===== config.mk =====
export PLATFORM = sky130hd
export DESIGN_NAME = ppn_stats
export DESIGN_NICKNAME = d
export VERILOG_FILES = /design/src/rtl/ppn_pkg.sv /design/src/rtl/ppn_stats.sv
export SDC_FILE = /design/constraint.sdc
export NUM_CORES = 2
export LEC_CHECK = 0
export BUFFER_PORTS_ARGS = -buffer_cell sky130_fd_sc_hd__buf_2
export CAP_MARGIN = 20
export CORE_MARGIN = 2
export CORE_UTILIZATION = 70
export CTS_BUF_LIST = sky130_fd_sc_hd__clkbuf_8 sky130_fd_sc_hd__clkbuf_16
export DETAILED_ROUTE_END_ITERATION = 6
export HOLD_SLACK_MARGIN = 0.03
export PLACE_DENSITY = 0.86
export SYNTH_ARGS = -nofsm -noshare
export SYNTH_HDL_FRONTEND = slang
export SYNTH_SLANG_ARGS = --single-unit

===== constraint.sdc =====
create_clock -name i_clk -period 16.9 [get_ports i_clk]
set_input_delay 3.38 -clock i_clk [delete_from_list [all_inputs] [get_ports i_clk]]
set_output_delay 3.38 -clock i_clk [all_outputs]
set_load 0.02 [all_outputs]

===== src/rtl/ppn_pkg.sv =====
// Shared constants, codes and types of the pixel pedestal and noise block.
`timescale 1ns / 1ps
`default_nettype none
package ppn_pkg;
    localparam int WIN_W      = 128;
    localparam int WIN_H      = 128;
    localparam int WX_W       = $clog2(WIN_W);
    localparam int WY_W       = $clog2(WIN_H);
    localparam int BANK_AW    = WX_W - 1 + WY_W;
    localparam int BANK_DEPTH = 1 << BANK_AW;
    localparam int LANES      = 2;
    localparam int PIX_W      = 16;
    localparam int SUM_W      = 26;
    localparam int SQ_W       = 42;
    localparam int N_W        = 11;
    localparam int Q8_W       = 24;
    localparam int DIV_W      = 69;
    localparam int REM_W      = 22;
    localparam int RT_W       = 50;
    localparam int DIV_STEPS  = 69;
    localparam int SQRT_STEPS = 25;
    localparam int CNT_W      = 7;
    localparam int CFG_IDX_W  = 3;
    localparam int CFG_DATA_W = 13;

    localparam logic [CFG_IDX_W-1:0] CFG_ROW_WORDS      = 3'd0;
    localparam logic [CFG_IDX_W-1:0] CFG_ROWS_PER_FRAME = 3'd1;
    localparam logic [CFG_IDX_W-1:0] CFG_WINDOW_X0      = 3'd2;
    localparam logic [CFG_IDX_W-1:0] CFG_WINDOW_Y0      = 3'd3;
    localparam logic [CFG_IDX_W-1:0] CFG_FRAMES_TO_AVG  = 3'd4;

    typedef enum logic [2:0] {
        ST_IDLE,
        ST_READ,
        ST_ACC,
        ST_START,
        ST_CALC,
        ST_OUT
    } t_state;

    typedef enum logic [2:0] {
        CS_IDLE,
        CS_MUL,
        CS_DIVP,
        CS_VAR,
        CS_DIVV,
        CS_SQRT
    } t_calc_state;

    typedef struct packed {
        logic               we;
        logic               first;
        logic [BANK_AW-1:0] addr;
        logic [PIX_W-1:0]   pix;
    } t_acc_req;

    typedef struct packed {
        logic [SUM_W-1:0] sum;
        logic [SQ_W-1:0]  sq;
    } t_lane_out;

    typedef struct packed {
        logic            done;
        logic [Q8_W-1:0] ped;
        logic [Q8_W-1:0] noise;
    } t_calc_res;
endpackage
`default_nettype wire


===== src/rtl/ppn_stats.sv =====
// Iterative pedestal divide, variance divide and square root unit.
`timescale 1ns / 1ps
`default_nettype none
module ppn_stats (
    input  wire logic                      i_clk,
    input  wire logic                      i_rst_n,
    input  wire logic                      i_start,
    input  wire logic [ppn_pkg::SUM_W-1:0] i_sum,
    input  wire logic [ppn_pkg::SQ_W-1:0]  i_sq,
    input  wire logic [ppn_pkg::N_W-1:0]   i_n,
    output      ppn_pkg::t_calc_res        o_res
);
    ppn_pkg::t_calc_state r_state, n_state;
    logic [ppn_pkg::SUM_W-1:0]       r_sum;
    logic [ppn_pkg::SQ_W-1:0]        r_sq;
    logic [ppn_pkg::N_W-1:0]         r_n;
    logic [ppn_pkg::SQ_W+ppn_pkg::N_W-1:0] r_nsq;
    logic [2*ppn_pkg::SUM_W-1:0]     r_ssq;
    logic [2*ppn_pkg::N_W-1:0]       r_n2;
    logic [ppn_pkg::DIV_W-1:0]       r_dvd;
    logic [ppn_pkg::REM_W-1:0]       r_dvs;
    logic [ppn_pkg::REM_W-1:0]       r_rem;
    logic [ppn_pkg::DIV_W-1:0]       r_q;
    logic [ppn_pkg::CNT_W-1:0]       r_cnt;
    logic [ppn_pkg::RT_W-1:0]        r_sv;
    logic [ppn_pkg::RT_W-1:0]        r_sr;
    logic [ppn_pkg::RT_W-1:0]        r_sb;
    logic                            r_done;
    logic [ppn_pkg::Q8_W-1:0]        r_ped;
    logic [ppn_pkg::Q8_W-1:0]        r_noise;

    logic [ppn_pkg::REM_W:0]         rem_sh;
    logic                            ge;
    logic [ppn_pkg::REM_W-1:0]       n_rem;
    logic [ppn_pkg::DIV_W-1:0]       n_q;
    logic [ppn_pkg::SQ_W+ppn_pkg::N_W-1:0] num;
    logic [ppn_pkg::RT_W-1:0]        rt_t;
    logic                            rt_ge;
    logic [ppn_pkg::RT_W-1:0]        n_sv;
    logic [ppn_pkg::RT_W-1:0]        n_sr;
    logic                            div_end;
    logic                            rt_end;

    always_comb begin
        rem_sh  = {r_rem, r_dvd[ppn_pkg::DIV_W-1]};
        ge      = rem_sh >= {1'b0, r_dvs};
        n_rem   = ge ? ppn_pkg::REM_W'(rem_sh - {1'b0, r_dvs})
                     : ppn_pkg::REM_W'(rem_sh);
        n_q     = {r_q[ppn_pkg::DIV_W-2:0], ge};
        num     = (r_nsq > (ppn_pkg::SQ_W+ppn_pkg::N_W)'(r_ssq))
                ? r_nsq - (ppn_pkg::SQ_W+ppn_pkg::N_W)'(r_ssq) : '0;
        rt_t    = r_sr + r_sb;
        rt_ge   = r_sv >= rt_t;
        n_sv    = rt_ge ? r_sv - rt_t : r_sv;
        n_sr    = rt_ge ? (r_sr >> 1) + r_sb : r_sr >> 1;
        div_end = r_cnt == ppn_pkg::CNT_W'(ppn_pkg::DIV_STEPS - 1);
        rt_end  = r_cnt == ppn_pkg::CNT_W'(ppn_pkg::SQRT_STEPS - 1);
    end

    always_comb begin
        n_state = r_state;
        case (r_state)
            ppn_pkg::CS_IDLE: if (i_start) n_state = ppn_pkg::CS_MUL;
            ppn_pkg::CS_MUL:  n_state = ppn_pkg::CS_DIVP;
            ppn_pkg::CS_DIVP: if (div_end) n_state = ppn_pkg::CS_VAR;
            ppn_pkg::CS_VAR:  n_state = ppn_pkg::CS_DIVV;
            ppn_pkg::CS_DIVV: if (div_end) n_state = ppn_pkg::CS_SQRT;
            ppn_pkg::CS_SQRT: if (rt_end) n_state = ppn_pkg::CS_IDLE;
            default:          n_state = ppn_pkg::CS_IDLE;
        endcase
    end

    always_ff @(posedge i_clk) begin
        if (!i_rst_n) begin
            r_state <= ppn_pkg::CS_IDLE;
            r_done  <= 1'b0;
        end else begin
            r_state <= n_state;
            r_done  <= (r_state == ppn_pkg::CS_SQRT) && rt_end;
        end
    end

    always_ff @(posedge i_clk) begin
        case (r_state)
            ppn_pkg::CS_IDLE: begin
                r_sum <= i_sum;
                r_sq  <= i_sq;
                r_n   <= i_n;
            end
            ppn_pkg::CS_MUL: begin
                r_nsq <= (ppn_pkg::SQ_W+ppn_pkg::N_W)'(r_n)
                       * (ppn_pkg::SQ_W+ppn_pkg::N_W)'(r_sq);
                r_ssq <= (2*ppn_pkg::SUM_W)'(r_sum) * (2*ppn_pkg::SUM_W)'(r_sum);
                r_n2  <= (2*ppn_pkg::N_W)'(r_n) * (2*ppn_pkg::N_W)'(r_n);
                r_dvd <= ppn_pkg::DIV_W'({r_sum, 8'd0}) + ppn_pkg::DIV_W'(r_n >> 1);
                r_dvs <= ppn_pkg::REM_W'(r_n);
                r_rem <= '0;
                r_q   <= '0;
                r_cnt <= '0;
            end
            ppn_pkg::CS_DIVP, ppn_pkg::CS_DIVV: begin
                r_rem <= n_rem;
                r_q   <= n_q;
                r_dvd <= r_dvd << 1;
                r_cnt <= r_cnt + 1'b1;
                if (div_end && r_state == ppn_pkg::CS_DIVP) begin
                    r_ped <= (|n_q[ppn_pkg::DIV_W-1:ppn_pkg::Q8_W])
                           ? '1 : n_q[ppn_pkg::Q8_W-1:0];
                end
                if (div_end && r_state == ppn_pkg::CS_DIVV) begin
                    r_sv  <= (|n_q[ppn_pkg::DIV_W-1:48])
                           ? ppn_pkg::RT_W'(1) << 48 : ppn_pkg::RT_W'(n_q[48:0]);
                    r_sr  <= '0;
                    r_sb  <= ppn_pkg::RT_W'(1) << 48;
                    r_cnt <= '0;
                end
            end
            ppn_pkg::CS_VAR: begin
                r_dvd <= {num, 16'd0};
                r_dvs <= r_n2;
                r_rem <= '0;
                r_q   <= '0;
                r_cnt <= '0;
            end
            ppn_pkg::CS_SQRT: begin
                r_sv  <= n_sv;
                r_sr  <= n_sr;
                r_sb  <= r_sb >> 2;
                r_cnt <= r_cnt + 1'b1;
                if (rt_end) begin
                    r_noise <= (|n_sr[ppn_pkg::RT_W-1:ppn_pkg::Q8_W])
                             ? '1 : n_sr[ppn_pkg::Q8_W-1:0];
                end
            end
            default: begin
                r_cnt <= '0;
            end
        endcase
    end

    assign o_res.done  = r_done;
    assign o_res.ped   = r_ped;
    assign o_res.noise = r_noise;
endmodule
`default_nettype wire


=== After elaboration in Yosys (flattened, before gate mapping) ===
Index checks and enable logic that the tools add are counted.

* Flip-flop bits (word level): 596
* Latch bits: 0
* Memory bits (writable): 0
* Memory bits (read-only): 0
* Input port bits: 82
* Output and inout port bits: 49
* Logic and storage cells: 84
* Memories kept: 0

* Add/sub/neg operators: 7
* Multiply operators: 3
* Divide/modulo/power cells: 0
* Order comparisons: 3
* Equality and inequality tests: 13
* Shifts and indexed selects: 0
* Muxes and demuxes: 22
* Bitwise operators: 0
* Reductions and logical operators: 18

{| class="wikitable"
|+ Operator list
! operator !! number
|-
| 50-bit one-hot mux with 2 select lines || 3
|-
| 50-bit 2-to-1 mux || 5
|-
| 69-bit one-hot mux with 3 select lines || 1
|-
| 68-bit one-hot mux with 2 select lines || 1
|-
| 22-bit one-hot mux with 2 select lines || 2
|-
| 53-bit by 52-bit > comparator with 1-bit output || 1
|-
| 11-bit by 42-bit multiplier with 53-bit output || 1
|-
| 53-bit 2-to-1 mux || 1
|-
| 53-bit by 52-bit subtractor with 53-bit output || 1
|-
| 26-bit by 26-bit multiplier with 52-bit output || 1
|-
| 49-bit by 50-bit adder with 50-bit output || 1
|-
| 50-bit adder || 1
|-
| 50-bit >= comparator || 1
|-
| 50-bit subtractor || 1
|-
| 49-bit 2-to-1 mux || 1
|-
| 45-bit OR reduction || 1
|-
| 34-bit by 10-bit adder with 35-bit output || 1
|-
| 26-bit OR reduction || 1
|-
| 23-bit by 22-bit >= comparator with 1-bit output || 1
|-
| 11-bit by 11-bit multiplier with 22-bit output || 1
|-
| 22-bit 2-to-1 mux || 1
|-
| 22-bit subtractor || 1
|-
| 7-bit one-hot mux with 3 select lines || 1
|-
| 21-bit OR reduction || 1
|-
| 18 further kinds || 35
|}

=== Depth between registers and ports, before layout ===
* Depth after elaboration: 4
* Mapped depth: 30
* Depth with buffers taken out: 27

=== Least setup slack after synthesis ===
Ideal clock, no wire load.

* Path type: reg-to-reg
* Start: register r_sr[24] (netlist name)
* End: register r_sv[0] (netlist name) (enable)
* Setup time: 534 ps
* Arrival time: 8605 ps
* Data required time: 16366 ps
* Setup slack: 7761 ps
* Stages on the path, launching flop included: 25
* Path buffers: 4
* Period minus slack after synthesis: 9139 ps
* Cells stage by stage: edfxtp_1 > ha_1 > a31oi_1 > o21ai_0 > a31o_2 > a22oi_1 > o21ai_0 > o21a_1 > a211o_1 > a31oi_1 > nor2_1 > nor2_1 > xnor2_1 > ha_1 > and2_1 > nand4_1 > or4_1 > o31ai_2 > nor3_1 > and2_1 > buf_6 > buf_6 > clkbuf_1 > clkbuf_1 > a21boi_0

* Cells in the longest elaborated chain, start to end: 4

{| class="wikitable"
|+ RTL lines
! element !! line !! text
|-
| start: declaration || ppn_stats.sv:26 || <nowiki>logic [ppn_pkg::RT_W-1:0] r_sr;</nowiki>
|-
| start signal: assignment || ppn_stats.sv:127 || <nowiki>r_sr <= n_sr;</nowiki>
|-
| 50-bit adder || ppn_stats.sv:52 || <nowiki>rt_t = r_sr + r_sb;</nowiki>
|-
| 50-bit >= comparator || ppn_stats.sv:53 || <nowiki>rt_ge = r_sv >= rt_t;</nowiki>
|-
| 2-bit inequality test (no source line) || - ||
|-
| 3-bit AND reduction (no source line) || - ||
|-
| end signal: assignment || ppn_stats.sv:111 || <nowiki>r_sv <= (|n_q[ppn_pkg::DIV_W-1:48])</nowiki>
|-
| end signal: assignment || ppn_stats.sv:126 || <nowiki>r_sv <= n_sv;</nowiki>
|-
| end: declaration || ppn_stats.sv:25 || <nowiki>logic [ppn_pkg::RT_W-1:0] r_sv;</nowiki>
|}

Every way passes these cells.
A chain may end at the register's enable or synchronous reset.

=== Final worst setup path ===
* Start: register r_sum[11] (netlist name)
* End: register r_ssq[51] (netlist name), data pin

* Cells in the longest elaborated chain, start to end: 1

{| class="wikitable"
|+ RTL lines
! element !! line !! text
|-
| start: declaration || ppn_stats.sv:14 || <nowiki>logic [ppn_pkg::SUM_W-1:0] r_sum;</nowiki>
|-
| start signal: assignment || ppn_stats.sv:86 || <nowiki>r_sum <= i_sum;</nowiki>
|-
| 26-bit by 26-bit multiplier with 52-bit output || ppn_stats.sv:93 || <nowiki>r_ssq <= (2*ppn_pkg::SUM_W)'(r_sum) * (2*ppn_pkg::SUM_W)'(r_sum);</nowiki>
|-
| end signal: assignment || ppn_stats.sv:93 ||
|-
| end: declaration || ppn_stats.sv:18 || <nowiki>logic [2*ppn_pkg::SUM_W-1:0] r_ssq;</nowiki>
|}

Every way passes these cells.

==> out/qor.yml <==
syn_to_final_growth_pct: 5.44
grt_max_degree: 81
rsz0062_at_grt: "no"
place_hpwl_um: 125000
cts_tree: "done"
outcome: "completed"
ys_seq_area_frac: 0.250
via_count: 51000
finalCritPeriodShare: 0.504
wl_per_cell_um: 20.2
holdPathStages: 2
crit_family: "adder cells"
cp_cell_sequence: "nand2_1 -> fa_1 -> inv_1 -> fa_1 -> inv_1 -> fa_1 -> inv_1 -> ha_1 -> fa_1 -> fa_1 -> inv_1 -> fa_1 -> inv_1 -> ha_1 -> nand2_1 -> or3_1 -> o211ai_1 -> o21ai_0 -> o21ai_0 -> o21ai_0 -> o21ai_0 -> nor2_1 -> o21ai_0 -> xnor2_1"
chipHeight_um: 316
finalSetupViolCount: 0
dieArea_sq_um: 100000
cp_common_cell: "fa_1"
cp-end-kind: "flop"
slowest_delay_ns: 1.09
required_ns: 17.29
via_per_inst: 6.15
ff2ff_path_depth: 24
die_w_um: 316
gp_congestion: 0.953
initial_core_util: 0.706
row_count: 114
r2r-start: "r_sum[11]"
grt_antenna_before_repair: 3
routed_wl_um: 168000
pin_count: 131
syn_inst: 7040
clkTransAtPathRegs_ns: 0.06
numCtsBuffers: 69
grt_pass1_vias: 53900
clockBufferDepth: 3
fmaxAchievable_mhz: 117
grt.overflow.total: 0
ys_types: 91
core_sq_um: 96700
synth_ff_type: "edfxtp_1"
ctsResizeCount: 0
cp.buffers_inverters: 5
numClockSinks: 569
groute.usage.overall: 0.344
firstDrtPassIters: 7
ys_seq_elements: 569
r2r_slack_ns: 8.38
critPathMaxFanout: 24
cap_violations: 0
syn_area_per_cell_sq_um: 9.70
cts_root_buf: "clkbuf_16"
min-delay-start: "r_n2[9]"
synthArstFlopShare: 0
ctsHoldBuffers: 0
drc: 0
yosys_warnings: 0
worstSkewPairLatency_ns: 0.67
arrival_ns: 8.91
drive_gt1_frac: 0.0520
drtIter0Drc: 4439
slew_headroom: 0.250
htree_num_levels: 3
critPathLaunchType: "flop"
syn_nets: 8578
tns_ns: 0
final_nets: 8505
hold_end: "r_dvs[9]"
netlist_area_sq_um: 68300
final_antenna_net_count: 0
final-hold-violation-count: 0
critPathSlowestCell: "edfxtp_1"
cts_setup_buffers: 0
nFillCells: 6501
skew_ns: 0.0362
grt_pass1_wl_um: 272000
synth_edf_count: 565
fin_crit_ns: 8.52
path_class: "reg2reg"
r2r-end: "r_ssq[51]"
numPortBuffers: 130
slew_viol_final: 0
min-delay-path-class: "reg2reg"
worst_slew_pin_slew_ns: 1.13
how the worst max path moves through the flow:
stage,endpoint,slack (ns),from,cells after the start
floorplan,r_sv[0],7.76,r_sr[24],24
global placement,r_ssq[51],8.89,r_sum[11],24
detailed placement,r_ssq[51],8.52,r_sum[11],24
CTS,r_ssq[51],8.51,r_sum[11],24
global route,r_ssq[50],8.10,r_sum[11],25
finish,r_ssq[51],8.38,r_sum[11],24
final cells by class:
class                      count  area, sq um  area share
antenna                        2         5.00   0.0000695
clock buffer                  74         1820      0.0252
clock inverter                53          450     0.00626
inverter                    1198         4500      0.0625
multi-input combinational   4940        45500       0.632
sequential                   569        17000       0.237
tap                         1276         1600      0.0222
timing repair buffer         189         1100      0.0153
cells by family (layout without fill, tap and decap cells):
logic type      Yosys count  in the layout  synth area share
other cells               0              2                 0
compound gates         1036           1036            0.0987
simple gates           2068           2068             0.147
mux                      25             25           0.00370
flops                   569            569             0.250
fa+ha+maj              1456           1456             0.370
xor+xnor                355            355            0.0455
buf+inv                1531           1514            0.0853
through the flow:
step	util	instance area [sq um]	hold slack, ns	setup slack (ns)	cells
final	0.745	72000	0.513	8.38	8301
after global routing	0.744	72000	0.554	8.10	8299
after CTS	0.744	72000	0.513	8.51	8298
after detailed placement	0.721	69700	0.502	8.52	8171
after global placement	0.721	69700	0.492	8.89	8171
after floorplan	-	68300	0.424	7.76	7040
registers in the layout (all words and copies together), names as in the netlist, 21 cells and up:
name / count
r_q: 68
r_noise: 24
r_dvs: 22
r_sr: 50
r_sum: 26
r_nsq: 53
r_sb: 25
r_sq: 42
r_n2: 21
r_rem: 22
r_sv: 50
r_dvd: 69
r_ssq: 51
r_ped: 24
worst reg2reg max path, delay by kind of cell (launching register included):
family	cells	cell delay, ns
AND/OR/NAND/NOR	4	0.82
buffers and inverters	5	0.31
flip-flops	1	1.09
AO/OA/AOI/OAI	6	2.22
XOR/XNOR	1	0.09
adder cells (fa/ha/maj)	8	3.74
Yosys cell counts (46+ instances only):
cell | instances | area [sq um]
nand4_1 | 76 | 475
nand3_1 | 116 | 581
fa_1 | 938 | 18800
o21ai_0 | 213 | 1070
and2_1 | 383 | 2400
nand2b_1 | 61 | 382
ha_1 | 518 | 6480
nand2_1 | 837 | 3140
a21oi_1 | 258 | 1290
edfxtp_1 | 565 | 17000
nor2b_1 | 51 | 319
a31oi_1 | 63 | 394
and3_1 | 88 | 551
inv_1 | 1198 | 4500
o21bai_1 | 46 | 345
nor2_1 | 279 | 1050
xor2_1 | 146 | 1280
clkbuf_1 | 300 | 1130
a21o_1 | 137 | 1030
nor3_1 | 55 | 275
xnor2_1 | 209 | 1830
metal layers:
layer / up-vias / global-route usage / share of wire
met4: 4 / 0.166 / 0.050
met3: 605 / 0.0526 / 0.074
met5: - / 0 / 0.00014
li1: 22800 / - / -
met2: 2365 / 0.600 / 0.51
met1: 25200 / 0.420 / 0.37
cells in the final DEF (no fill, tap or decap), types with 46 or more instances in the layout:
cell / count
nand4_1: 76
o21bai_1: 46
a31oi_1: 63
a21o_1: 137
clkbuf_16: 71
ha_1: 518
nor2b_1: 51
a21oi_1: 257
edfxtp_1: 565
xnor2_1: 209
fa_1: 938
nand2_1: 837
buf_2: 130
inv_1: 1204
nand2b_1: 60
buf_4: 58
xor2_1: 146
and3_1: 88
and2_1: 383
nor3_1: 54
o21ai_0: 213
nor2_1: 276
nand3_1: 116
Power is left out: the tool's default activity adds up to more than one toggle a clock period on the data nets, which glitch-free logic cannot reach.
